==> config.mk <==
export PLATFORM = sky130hd
export DESIGN_NAME = spi_frame_master
export DESIGN_NICKNAME = d
export VERILOG_FILES = /design/src/hw/rtl/sfm_pkg.sv /design/src/hw/rtl/sfm_front.sv /design/src/hw/rtl/sfm_queue.sv /design/src/hw/rtl/sfm_back.sv /design/src/hw/rtl/spi_frame_master.sv
export SDC_FILE = /design/constraint.sdc
export NUM_CORES = 1
export LEC_CHECK = 0
export ABC_AREA = 1
export ABC_CLOCK_PERIOD_IN_PS = 3850
export BUFFER_PORTS_ARGS = -buffer_cell sky130_fd_sc_hd__buf_4
export CAP_MARGIN = 20
export CORE_ASPECT_RATIO = 1.75
export CORE_MARGIN = 2
export CORE_UTILIZATION = 50
export CTS_BUF_LIST = sky130_fd_sc_hd__clkbuf_16
export CTS_CLUSTER_DIAMETER = 60
export DETAILED_ROUTE_END_ITERATION = 7
export PLACE_DENSITY = 0.77
export SYNTH_ARGS = -nofsm -noshare
export SYNTH_HDL_FRONTEND = slang
export SYNTH_SLANG_ARGS = --single-unit
==> constraint.sdc <==
create_clock -name clk -period 3.85 [get_ports clk]
set_input_delay 0.385 -clock clk [delete_from_list [all_inputs] [get_ports clk]]
set_output_delay 0.385 -clock clk [all_outputs]
set_load 0.05 [all_outputs]
==> src/hw/rtl/sfm_pkg.sv <==
// Shared types, codes and constants of the SPI frame master.
package sfm_pkg;

    localparam int SFM_MAX_BYTES   = 32;
    localparam int SFM_CNT_W       = 6;
    localparam int SFM_HDR_W       = 24;
    localparam int SFM_BITCNT_W    = 5;
    localparam int SFM_IN_TDATA_W  = 40;
    localparam int SFM_OUT_TDATA_W = 16;

    localparam logic [1:0] MODE_START = 2'd0;
    localparam logic [1:0] MODE_LOAD  = 2'd1;
    localparam logic [1:0] MODE_TICK  = 2'd2;

    localparam logic [SFM_BITCNT_W-1:0] HDR_LAST_BIT  = 5'd23;
    localparam logic [SFM_BITCNT_W-1:0] BYTE_LAST_BIT = 5'd7;

    typedef enum logic [1:0] {
        PH_IDLE,
        PH_HEADER,
        PH_DATA
    } sfm_phase_t;

    typedef enum logic [1:0] {
        KIND_START,
        KIND_LOAD,
        KIND_TICK
    } sfm_kind_t;

    // One classified request as it waits in the queue
    typedef struct packed {
        logic                 op_en;
        sfm_kind_t            kind;
        logic [SFM_HDR_W-1:0] header;
        logic [SFM_CNT_W-1:0] count;
        logic                 wr;
        logic [7:0]           tx_byte;
        logic                 miso;
    } sfm_cmd_t;

    // One result of a request
    typedef struct packed {
        logic       sclk;
        logic       mosi;
        logic       chip_select_n;
        logic       rx_valid;
        logic [7:0] rx_byte;
        logic       need_byte;
        logic       frame_done;
        logic       busy;
    } sfm_res_t;

endpackage

==> src/hw/rtl/sfm_front.sv <==
// Front end: decode and classify an incoming request, build header and clamp count.
module sfm_front #(
    parameter int MAX_BYTES = sfm_pkg::SFM_MAX_BYTES
) (
    input  logic [1:0]                         mode,
    input  logic [sfm_pkg::SFM_IN_TDATA_W-1:0] data,
    output sfm_pkg::sfm_cmd_t                  cmd
);
    import sfm_pkg::*;

    logic [15:0]          address;
    logic [4:0]           block_select;
    logic                 write_flag;
    logic [SFM_CNT_W-1:0] byte_count;
    logic [SFM_CNT_W-1:0] count_clamped;

    assign address      = data[15:0];
    assign block_select = data[20:16];
    assign write_flag   = data[21];
    assign byte_count   = data[27:22];

    // Clamp the count to the largest frame the block allows
    always_comb
    begin
        if ({1'b0, byte_count} > (SFM_CNT_W+1)'(MAX_BYTES))
            count_clamped = SFM_CNT_W'(MAX_BYTES);
        else
            count_clamped = byte_count;
    end

    always_comb
    begin
        cmd.op_en   = 1'b1;
        cmd.kind    = KIND_TICK;
        cmd.header  = {address, block_select, write_flag, 2'b00};
        cmd.count   = count_clamped;
        cmd.wr      = write_flag;
        cmd.tx_byte = data[35:28];
        cmd.miso    = data[36];
        case (mode)
            MODE_START: cmd.kind = KIND_START;
            MODE_LOAD:  cmd.kind = KIND_LOAD;
            MODE_TICK:  cmd.kind = KIND_TICK;
            default:    cmd.op_en = 1'b0;
        endcase
    end

endmodule

==> src/hw/rtl/sfm_queue.sv <==
// Two-entry request queue between front and back end.
module sfm_queue (
    input  logic              clk,
    input  logic              rst_n,
    input  logic              push,
    input  sfm_pkg::sfm_cmd_t push_cmd,
    output logic              full,
    input  logic              pop,
    output logic              not_empty,
    output sfm_pkg::sfm_cmd_t head_cmd
);
    import sfm_pkg::*;

    sfm_cmd_t   entry_reg [2];
    logic       wr_ptr_reg;
    logic       wr_ptr_next;
    logic       rd_ptr_reg;
    logic       rd_ptr_next;
    logic [1:0] count_reg;
    logic [1:0] count_next;

    assign full      = (count_reg == 2'd2);
    assign not_empty = (count_reg != 2'd0);
    assign head_cmd  = entry_reg[rd_ptr_reg];

    always_comb
    begin
        wr_ptr_next = push ? ~wr_ptr_reg : wr_ptr_reg;
        rd_ptr_next = pop ? ~rd_ptr_reg : rd_ptr_reg;
        count_next  = count_reg + 2'(push) - 2'(pop);
    end

    always_ff @(posedge clk or negedge rst_n)
    begin
        if (!rst_n)
        begin
            wr_ptr_reg <= 1'b0;
            rd_ptr_reg <= 1'b0;
            count_reg  <= 2'd0;
        end
        else
        begin
            wr_ptr_reg <= wr_ptr_next;
            rd_ptr_reg <= rd_ptr_next;
            count_reg  <= count_next;
        end
    end

    always_ff @(posedge clk)
    begin
        if (push)
            entry_reg[wr_ptr_reg] <= push_cmd;
    end

endmodule

==> src/hw/rtl/sfm_back.sv <==
// Back end: frame sequencer, serial line state and result register.
module sfm_back (
    input  logic              clk,
    input  logic              rst_n,
    input  logic              cmd_valid,
    input  sfm_pkg::sfm_cmd_t cmd,
    output logic              cmd_take,
    output logic              res_valid,
    input  logic              res_ready,
    output sfm_pkg::sfm_res_t res
);
    import sfm_pkg::*;

    sfm_phase_t              phase_reg,      phase_next;
    logic [SFM_HDR_W-1:0]    header_reg,     header_next;
    logic [SFM_BITCNT_W-1:0] bit_cnt_reg,    bit_cnt_next;
    logic [SFM_CNT_W-1:0]    bytes_left_reg, bytes_left_next;
    logic                    clk_level_reg,  clk_level_next;
    logic                    is_write_reg,   is_write_next;
    logic [7:0]              data_shift_reg, data_shift_next;
    logic [7:0]              pend_byte_reg,  pend_byte_next;
    logic                    pend_valid_reg, pend_valid_next;
    logic                    mosi_reg,       mosi_next;
    logic                    res_valid_reg;
    sfm_res_t                res_reg,        res_next;

    logic       rxv;
    logic [7:0] rxb;
    logic       done;
    logic       begin_ok;
    logic [2:0] wr_index;
    logic       boundary;

    assign cmd_take  = cmd_valid && (!res_valid_reg || res_ready);
    assign res_valid = res_valid_reg;
    assign res       = res_reg;
    assign begin_ok  = !is_write_reg || pend_valid_reg;
    assign wr_index  = 3'd6 - bit_cnt_reg[2:0];

    // Next state of the frame sequencer
    always_comb
    begin
        phase_next      = phase_reg;
        header_next     = header_reg;
        bit_cnt_next    = bit_cnt_reg;
        bytes_left_next = bytes_left_reg;
        clk_level_next  = clk_level_reg;
        is_write_next   = is_write_reg;
        data_shift_next = data_shift_reg;
        pend_byte_next  = pend_byte_reg;
        pend_valid_next = pend_valid_reg;
        mosi_next       = mosi_reg;
        rxv             = 1'b0;
        rxb             = 8'd0;
        done            = 1'b0;
        if (cmd.op_en)
        begin
            case (cmd.kind)
                KIND_START:
                begin
                    if (phase_reg == PH_IDLE)
                    begin
                        is_write_next   = cmd.wr;
                        header_next     = cmd.header;
                        bytes_left_next = cmd.count;
                        bit_cnt_next    = '0;
                        clk_level_next  = 1'b0;
                        phase_next      = PH_HEADER;
                        mosi_next       = cmd.header[SFM_HDR_W-1];
                    end
                end
                KIND_LOAD:
                begin
                    pend_byte_next  = cmd.tx_byte;
                    pend_valid_next = 1'b1;
                end
                KIND_TICK:
                begin
                    if (phase_reg != PH_IDLE)
                    begin
                        if (!clk_level_reg)
                            clk_level_next = 1'b1;
                        else if ((phase_reg == PH_HEADER && bit_cnt_reg < HDR_LAST_BIT)
                                 || (phase_reg == PH_DATA && bit_cnt_reg < BYTE_LAST_BIT))
                        begin
                            // Advance one bit within header or byte
                            bit_cnt_next   = bit_cnt_reg + 1'b1;
                            clk_level_next = 1'b0;
                            if (phase_reg == PH_HEADER)
                            begin
                                header_next = {header_reg[SFM_HDR_W-2:0], 1'b0};
                                mosi_next   = header_reg[SFM_HDR_W-2];
                            end
                            else if (is_write_reg)
                                mosi_next = data_shift_reg[wr_index];
                            else
                            begin
                                data_shift_next = {data_shift_reg[6:0], cmd.miso};
                                if (bit_cnt_reg == BYTE_LAST_BIT - 1'b1)
                                begin
                                    rxv = 1'b1;
                                    rxb = data_shift_next;
                                end
                            end
                        end
                        else if ((phase_reg == PH_HEADER && bytes_left_reg == '0)
                                 || (phase_reg == PH_DATA && bytes_left_reg <= 1))
                        begin
                            // Close the frame
                            phase_next      = PH_IDLE;
                            clk_level_next  = 1'b0;
                            bit_cnt_next    = '0;
                            bytes_left_next = '0;
                            done            = 1'b1;
                        end
                        else if (begin_ok)
                        begin
                            // Start a data byte; hold the clock high if none is pending
                            if (is_write_reg)
                            begin
                                data_shift_next = pend_byte_reg;
                                pend_valid_next = 1'b0;
                                mosi_next       = pend_byte_reg[7];
                            end
                            else
                                data_shift_next = {data_shift_reg[6:0], cmd.miso};
                            phase_next     = PH_DATA;
                            bit_cnt_next   = '0;
                            clk_level_next = 1'b0;
                            if (phase_reg == PH_DATA)
                                bytes_left_next = bytes_left_reg - 1'b1;
                        end
                    end
                end
                default:
                begin
                end
            endcase
        end
    end

    // Result fields from the state left by this request
    always_comb
    begin
        case (phase_next)
            PH_HEADER: boundary = (bit_cnt_next >= HDR_LAST_BIT) && (bytes_left_next != '0);
            PH_DATA:   boundary = (bit_cnt_next >= BYTE_LAST_BIT) && (bytes_left_next > 1);
            default:   boundary = 1'b0;
        endcase
        res_next.sclk          = clk_level_next;
        res_next.mosi          = mosi_next;
        res_next.chip_select_n = (phase_next == PH_IDLE);
        res_next.rx_valid      = rxv;
        res_next.rx_byte       = rxb;
        res_next.need_byte     = is_write_next && clk_level_next && !pend_valid_next
                                 && boundary;
        res_next.frame_done    = done;
        res_next.busy          = (phase_next != PH_IDLE);
    end

    always_ff @(posedge clk or negedge rst_n)
    begin
        if (!rst_n)
        begin
            phase_reg      <= PH_IDLE;
            header_reg     <= '0;
            bit_cnt_reg    <= '0;
            bytes_left_reg <= '0;
            clk_level_reg  <= 1'b0;
            is_write_reg   <= 1'b0;
            data_shift_reg <= '0;
            pend_valid_reg <= 1'b0;
            mosi_reg       <= 1'b0;
            res_valid_reg  <= 1'b0;
        end
        else
        begin
            if (cmd_take)
            begin
                phase_reg      <= phase_next;
                header_reg     <= header_next;
                bit_cnt_reg    <= bit_cnt_next;
                bytes_left_reg <= bytes_left_next;
                clk_level_reg  <= clk_level_next;
                is_write_reg   <= is_write_next;
                data_shift_reg <= data_shift_next;
                pend_valid_reg <= pend_valid_next;
                mosi_reg       <= mosi_next;
                res_valid_reg  <= 1'b1;
            end
            else if (res_ready)
                res_valid_reg <= 1'b0;
        end
    end

    always_ff @(posedge clk)
    begin
        if (cmd_take)
        begin
            pend_byte_reg <= pend_byte_next;
            res_reg       <= res_next;
        end
    end

endmodule

==> src/hw/rtl/spi_frame_master.sv <==
// Top level of the SPI frame master: front end, request queue and back end.
//
//  channel  | direction | tdata / tuser / tlast
//  ---------+-----------+-----------------------------------------------------
//  s_axis   | in        | frame fields and write byte / mode / -
//  m_axis   | out       | line levels and status / rx_valid / frame_done
//
// One request per cycle is taken while the queue has room, and one result per
// request is given; a request waits in a queue entry, then its result is loaded
// into the result register by the sequencer, which settles each request as taken.
// Reset clears the queue, the sequencer and the result valid flag; the pending
// write byte and the result fields hold no reset value.
// When m_axis_tready stays low the result register holds, the queue fills with
// two requests and s_axis_tready then drops until the result is taken.
module spi_frame_master #(
    parameter int MAX_BYTES = sfm_pkg::SFM_MAX_BYTES
) (
    input  logic                                 clk,
    input  logic                                 rst_n,
    input  logic                                 s_axis_tvalid,
    output logic                                 s_axis_tready,
    // [15:0] address, [20:16] block_select, [21] write_flag, [27:22] byte_count,
    // [35:28] tx_byte, [36] miso, [39:37] zero
    input  logic [sfm_pkg::SFM_IN_TDATA_W-1:0]   s_axis_tdata,
    // [1:0] mode
    input  logic [1:0]                           s_axis_tuser,
    output logic                                 m_axis_tvalid,
    input  logic                                 m_axis_tready,
    // [0] sclk, [1] mosi, [2] chip_select_n, [10:3] rx_byte, [11] need_byte,
    // [12] busy_res, [15:13] zero
    output logic [sfm_pkg::SFM_OUT_TDATA_W-1:0]  m_axis_tdata,
    // [0] rx_valid
    output logic [0:0]                           m_axis_tuser,
    // frame_done
    output logic                                 m_axis_tlast
);
    import sfm_pkg::*;

    sfm_cmd_t front_cmd;
    sfm_cmd_t head_cmd;
    sfm_res_t res;
    logic     q_full;
    logic     q_not_empty;
    logic     q_pop;
    logic     q_push;

    // Accept a request whenever the queue has room
    assign s_axis_tready = !q_full;
    assign q_push        = s_axis_tvalid && s_axis_tready;

    sfm_front #(
        .MAX_BYTES (MAX_BYTES)
    ) u_front (
        .mode (s_axis_tuser),
        .data (s_axis_tdata),
        .cmd  (front_cmd)
    );

    sfm_queue u_queue (
        .clk       (clk),
        .rst_n     (rst_n),
        .push      (q_push),
        .push_cmd  (front_cmd),
        .full      (q_full),
        .pop       (q_pop),
        .not_empty (q_not_empty),
        .head_cmd  (head_cmd)
    );

    sfm_back u_back (
        .clk       (clk),
        .rst_n     (rst_n),
        .cmd_valid (q_not_empty),
        .cmd       (head_cmd),
        .cmd_take  (q_pop),
        .res_valid (m_axis_tvalid),
        .res_ready (m_axis_tready),
        .res       (res)
    );

    // Pack the result fields onto the output bus
    assign m_axis_tdata = {3'b000, res.busy, res.need_byte, res.rx_byte,
                           res.chip_select_n, res.mosi, res.sclk};
    assign m_axis_tuser = res.rx_valid;
    assign m_axis_tlast = res.frame_done;

endmodule

[After elaboration in Yosys (flattened, before gate mapping)]
Memory sizes are Yosys's and may differ from the RTL's.
Cells that the tools add are included.
Word-level totals
  input port bits: 46
  logic and storage cells: 179
  memories kept: 1
  bits in read-only memories: 0
  output and inout port bits: 20
  bits in latches: 0
  flip-flop bits (word level): 76
  memory bits (writable): 82
Memory list
  u_queue.entry_reg: depth 2, bits a word 41, read ports 1, clocked after memory_dff 0, write ports 1, line sfm_queue.sv:14  | sfm_cmd_t entry_reg [2];
Operators by class
  equal/unequal tests: 18
  reductions and logical operators: 38
  shift operators: 0
  multiply operators: 0
  bitwise logic cells: 8
  order comparisons: 8
  muxes and demuxes: 79
  div/mod/pow operators: 0
  add/subtract/negate cells: 5
Operator list (number)
  2-to-1 mux 23 bit: 5
  2-to-1 mux 6 bit: 9
  2-to-1 mux 8 bit: 6
  one-hot mux 23 bit (2 select lines): 1
  2-to-1 mux 1 bit: 35
  2-to-1 mux 5 bit: 7
  2-to-1 mux 2 bit: 7
  != test 2 x 1 -> 1 bit (second input constant): 6
  one-hot mux 6 bit (2 select lines): 1
  nonzero test 2 bit: 6
  logical AND 1 bit: 11
  == test 2 bit (second input constant): 5
  one-hot mux 5 bit (2 select lines): 1
  AND reduction 9 bit: 1
  == test 2 x 1 -> 1 bit (second input constant): 4
  logical NOT 2 bit: 4
  NOT 1 bit: 8
  one-hot mux 1 bit (2 select lines): 4
  one-hot mux 2 bit (2 select lines): 2
  AND reduction 8 bit: 1
  OR reduction 8 bit: 1
  OR reduction 7 bit: 1
  greater-than comparator 6 x 1 -> 1 bit (second input constant): 1
  greater-than comparator 6 bit (second input constant): 1
  21 further kinds: 28

[Depth between registers and ports, before layout]
  depth in word-level cells: 13
  depth in mapped cells: 22
  depth with buffers taken out: 19

[Modules after synthesis]
A second synthesis with hierarchy kept.
Second synthesis, totals
  cell total of the unflattened synthesis: 838
  area, all modules: 7881.3 um^2
By module, submodules not included
  sfm_back: sequential area each 1916.8 um^2, area an instance 4119.0 um^2, cells an instance 529, instances 1
  sfm_queue: sequential area each 2682.6 um^2, area an instance 3390.8 um^2, cells an instance 249, instances 1
  sfm_front: sequential area each 0.0 um^2, area an instance 331.6 um^2, cells an instance 53, instances 1
  spi_frame_master: sequential area each 0.0 um^2, area an instance 40.0 um^2, cells an instance 7, instances 1

[Worst setup path before layout]
No wires, ideal clock.
  path type: flip-flop to flip-flop
  from: reg u_queue.rd_ptr_reg
  to: reg u_back.res_reg, in the netlist u_back.res[2] (data pin)
  period minus slack after synthesis: 3.081 ns
  library setup time: 0.255 ns
  stages on the path, launching flop included: 15
  buffers on the path: 3
  data arrival time: 2.825 ns
  data required time: 3.595 ns
  path slack: 0.769 ns
  cells stage by stage: dfrtp_1 > inv_2 > clkbuf_1 > clkbuf_1 > or2_2 > o21ai_0 > ha_1 > clkbuf_1 > o21ai_1 > a32oi_1 > o21ai_0 > inv_1 > ha_1 > nand4_1 > a21oi_1
RTL lines
  from (decl): line sfm_queue.sv:17  | logic rd_ptr_reg;
  from (signal assigned): line sfm_queue.sv:44  | rd_ptr_reg <= rd_ptr_next;
  to (signal assigned): line sfm_back.sv:201  | res_reg <= res_next;
  to (decl): line sfm_back.sv:25  | sfm_res_t res_reg, res_next;

[Worst setup path after layout]
  from: reg u_queue.rd_ptr_reg
  to: reg u_back.data_shift_reg[0]
Between the ends
  longest elaborated chain between the ends: 5
  elaborated cells on any way between the ends: 9
  classes of those cells: eq/ne (1); mux (6); reduce/logical (1); memory (1)
RTL lines
  memory read (2 x 41 bit) *
  2-to-1 mux 8 bit: line sfm_back.sv:119  | if (is_write_reg)
  2-to-1 mux 8 bit: line sfm_back.sv:116  | else if (begin_ok)
  2-to-1 mux 8 bit: line sfm_back.sv:106  | else if ((phase_reg == PH_HEADER && bytes_left_reg == '0)
  2-to-1 mux 8 bit: line sfm_back.sv:83  | else if ((phase_reg == PH_HEADER && bit_cnt_reg < HDR_LAST_BIT)
  to (signal assigned): line sfm_back.sv:186  | data_shift_reg <= data_shift_next;
  to (decl): line sfm_back.sv:20  | logic [7:0] data_shift_reg, data_shift_next;
Mark *: on every way between the ends. The rest lies on a longest branch, timed or not. The select of a mux whose other input is x is not followed.
A chain may end at the register's enable or synchronous reset.

==> results by group <==
Status
  • Status: finished, violations left
  • Failing checks: negative hold slack

STA
  • FMAX: a little under 0.3 GHz
  • RSZ-0062 raised after global routing: false
  • Final worst slack: ~0.48 ns
  • Max Slew Vio Count: 0
  • Final Hold Vio Count: 1
  • Slew HR: 0.541
  • Worst Max-Slew Pin Slew: around 0.69 ns
  • Hold slack: -0.00418 ns
  • Final Critical Period: 3.37 ns
  • Final TNS setup: 0 ns
  • Setup Viol. Count Final: 0
  • Final worst-path cycle share: 0.875
  • Clock Skew: 0.00818 ns

Worst setup path
  • Critical path class: flop to flop
  • CP required: 4.19 ns
  • Slowest CP cell: dfrtp_1
  • Crit path DAT: 3.71 ns
  • Cell Chain, Critical Path: inv_2, or2_2, o21ai_0, ha_1, inv_2, buf_4, nor2_1, nand3_1, a211oi_4, o311ai_0, o21ai_0
  • Slowest stage delay, CP: just under 0.6 ns
  • CP Max Fanout: 44
  • Crit. End Element: flop
  • Worst setup SP type: flop

Yosys
  • Most frequent cell after synthesis: nand2_1
  • EDFF count, synth: around 100
  • Area contributors post-synth: edfxtp_1, dfrtp_1, nand2_1
  • Sequential fraction of the synthesis area: 0.611
  • Top-area cell type share of the netlist area: 0.432
  • Synthesized flop and latch total: approximately 150
  • Synthesized area: 7150 um2
  • Yosys warnings: 0
  • Distinct cell type count after synthesis: 43
  • Fraction of registers with async set/reset: 0.331
  • Leading area contributor after synthesis: edfxtp_1
  • Dominant synthesized flop cell: edfxtp_1
  • Commonest cells post-synth: nand2_1, edfxtp_1, nor2_1
  • Gate Count Post-Synth: between 700 and 800
  • Syn avg cell area: about 9.7 um2

CTS
  • Htree depth: 4
  • CTS Hold Bufs: 0
  • Clock tree sinks: between 150 and 200
  • Number of CTS-inserted buffers: 17
  • Post-cts resize count: 0
  • CTS tree: built
  • Clk slew on worst S/H paths: 0.06 ns
  • Clk buf depth: 2
  • Post-CTS setup buffer count: 0
  • Clock Tree Root: clkbuf_16
  • Clock Latency Late Sink: between 0.4 and 0.5 ns

Finish
  • Final Cell Area: roughly 8400 um2
  • Non-filler instance count after layout: just under 1000
  • Area Growth Syn to Fin: 17.6%
  • Nets: 860
  • Fillcell total: between 1000 and 1500
  • Ant. Diodes: 0
  • Max reg flops: 80
  • Share of cells above drive strength 1: 0.163

Routing
  • Vias/cell: between 5 and 6
  • Routed wire length: 14.7 mm
  • Avg WL per Cell: 14.9 um
  • Drc violations: 0
  • Router iterations before antenna repair: 5
  • Via count: approximately 5300
  • Routed Antenna Nets: 0
  • Iter 0 DRT Violations: about 350

Floorplanning
  • Overall die width: ~94 um
  • Die height: 162 um
  • Core Region: between 10000 and 15000 um2
  • I/O pin count: between 60 and 70
  • Row Count: 57
  • Die Area: between 15000 and 20000 um2
  • Initial core utilization: 0.514

Global route
  • First-pass GRT wire length: between 20 and 25 mm
  • Largest net degree at the start of global routing: between 50 and 60
  • Grt ovf: 0
  • Initial antenna violation count: 0
  • Global Route Usage Sum: 0.206
  • Vias in the first global route: ~5100

Pwr
  • Leakage: ~3.6 nW
  • Power Dens Cells: 856 nW/um2
  • Peak VDD IR: ~0.56 mV

Placement
  • Placed insts: approximately 960
  • Worst slack at placement: ~0.49 ns
  • RD Place Congestion: 0.944
  • Final HPWL from detailed placement: approximately 10 mm
  • Placed cell areas: around 7800 um2
  • Input/output buffers: 59

Flow run
  • MaxCap Viol Count: 0

Hold path
  • Hold crit path type: input port to asynchronous set/reset pin
[final timing paths]
check                                         from                       end  slack [ns]  cells past startpoint
max                             u_queue.rd_ptr_reg  u_back.data_shift_reg[0]        0.48                     11
min                                          rst_n     u_back.header_reg[17]      -0.004                      1
max reg2reg                     u_queue.rd_ptr_reg  u_back.data_shift_reg[0]        0.48                     11
min reg2reg                u_queue.entry_reg[0][8]   u_back.pend_byte_reg[7]        0.51                      2
max in group asynchronous                    rst_n     u_back.pend_valid_reg        3.39                      1
min in group clk                   s_axis_tdata[8]  u_queue.entry_reg[0][30]        0.14                      1
[layout make-up]
class	instances	area, um2	share of cell area
clock buffer	17	425	0.0506
sequential	154	4370	0.519
tap	177	221	0.0263
timing repair buffer	70	558	0.0663
inverter	69	264	0.0314
multi-input combinational	489	2410	0.287
clock inverter	15	163	0.0193
[logic make-up (layout without fill, tap and decap cells)]
logic type                 count (synthesis)  count (layout)  share of synthesized area
AOI/OAI and AO/OA                        128             128                     0.0983
xor gates and xnor gates                   4               4                    0.00490
adders and majority gates                 13              13                     0.0227
buffers and inverters                     99             171                     0.0565
DFF                                      154             154                      0.611
muxes                                      1               1                    0.00140
other                                      1               3                   0.000524
and+or+nand+nor                          340             340                      0.205
[power by group]
group	internal, mW	total [mW]	switching [mW]
Combinational	0.877	2.87	2.00
Sequential	2.38	2.66	0.285
Clock	0.968	1.66	0.697
Total	4.22	7.20	2.98
[critical path: cells and delay by family, from the launching register on]
kind            cells  cell delay [ns]
fa+ha+maj           1             0.41
buf+inv             3             0.58
simple gates        3             0.71
flops               1             0.59
compound gates      4             0.99
[routing by layer]
layer | wire length, um | track usage | share of wire
met5 | 0 | 0 | 0
met4 | 476 | 0.0975 | 0.032
met3 | 518 | 0.0427 | 0.035
met2 | 8390 | 0.390 | 0.57
met1 | 5350 | 0.211 | 0.36
[layout by cell type (no fill, tap or decap), drive strengths merged]
cell / instances
a32oi: 1
nand3: 56
buf: 70
a211oi: 2
clkinvlp: 2
o311ai: 1
a21boi: 2
a21oi: 40
dfrtp: 51
clkbuf: 17
nor2: 78
bufinv: 2
xnor2: 1
nand2: 193
or2: 3
nor4: 1
a221oi: 1
nand4: 6
inv: 76
o211ai: 2
conb: 3
o22ai: 1
a31oi: 5
xor2: 3
o21ai: 73
clkinv: 4
ha: 13
mux2i: 1
nor3: 3
edfxtp: 103
[through the flow]
stage	total power, mW	utilization
6_report	7.20	0.605
5_1_grt	7.70	0.605
4_1_cts	7.21	0.603
3_5_place_dp	5.52	0.561
3_3_place_gp	5.43	0.559
2_1_floorplan	4.73	-
(Power assumes the default switching activity.)
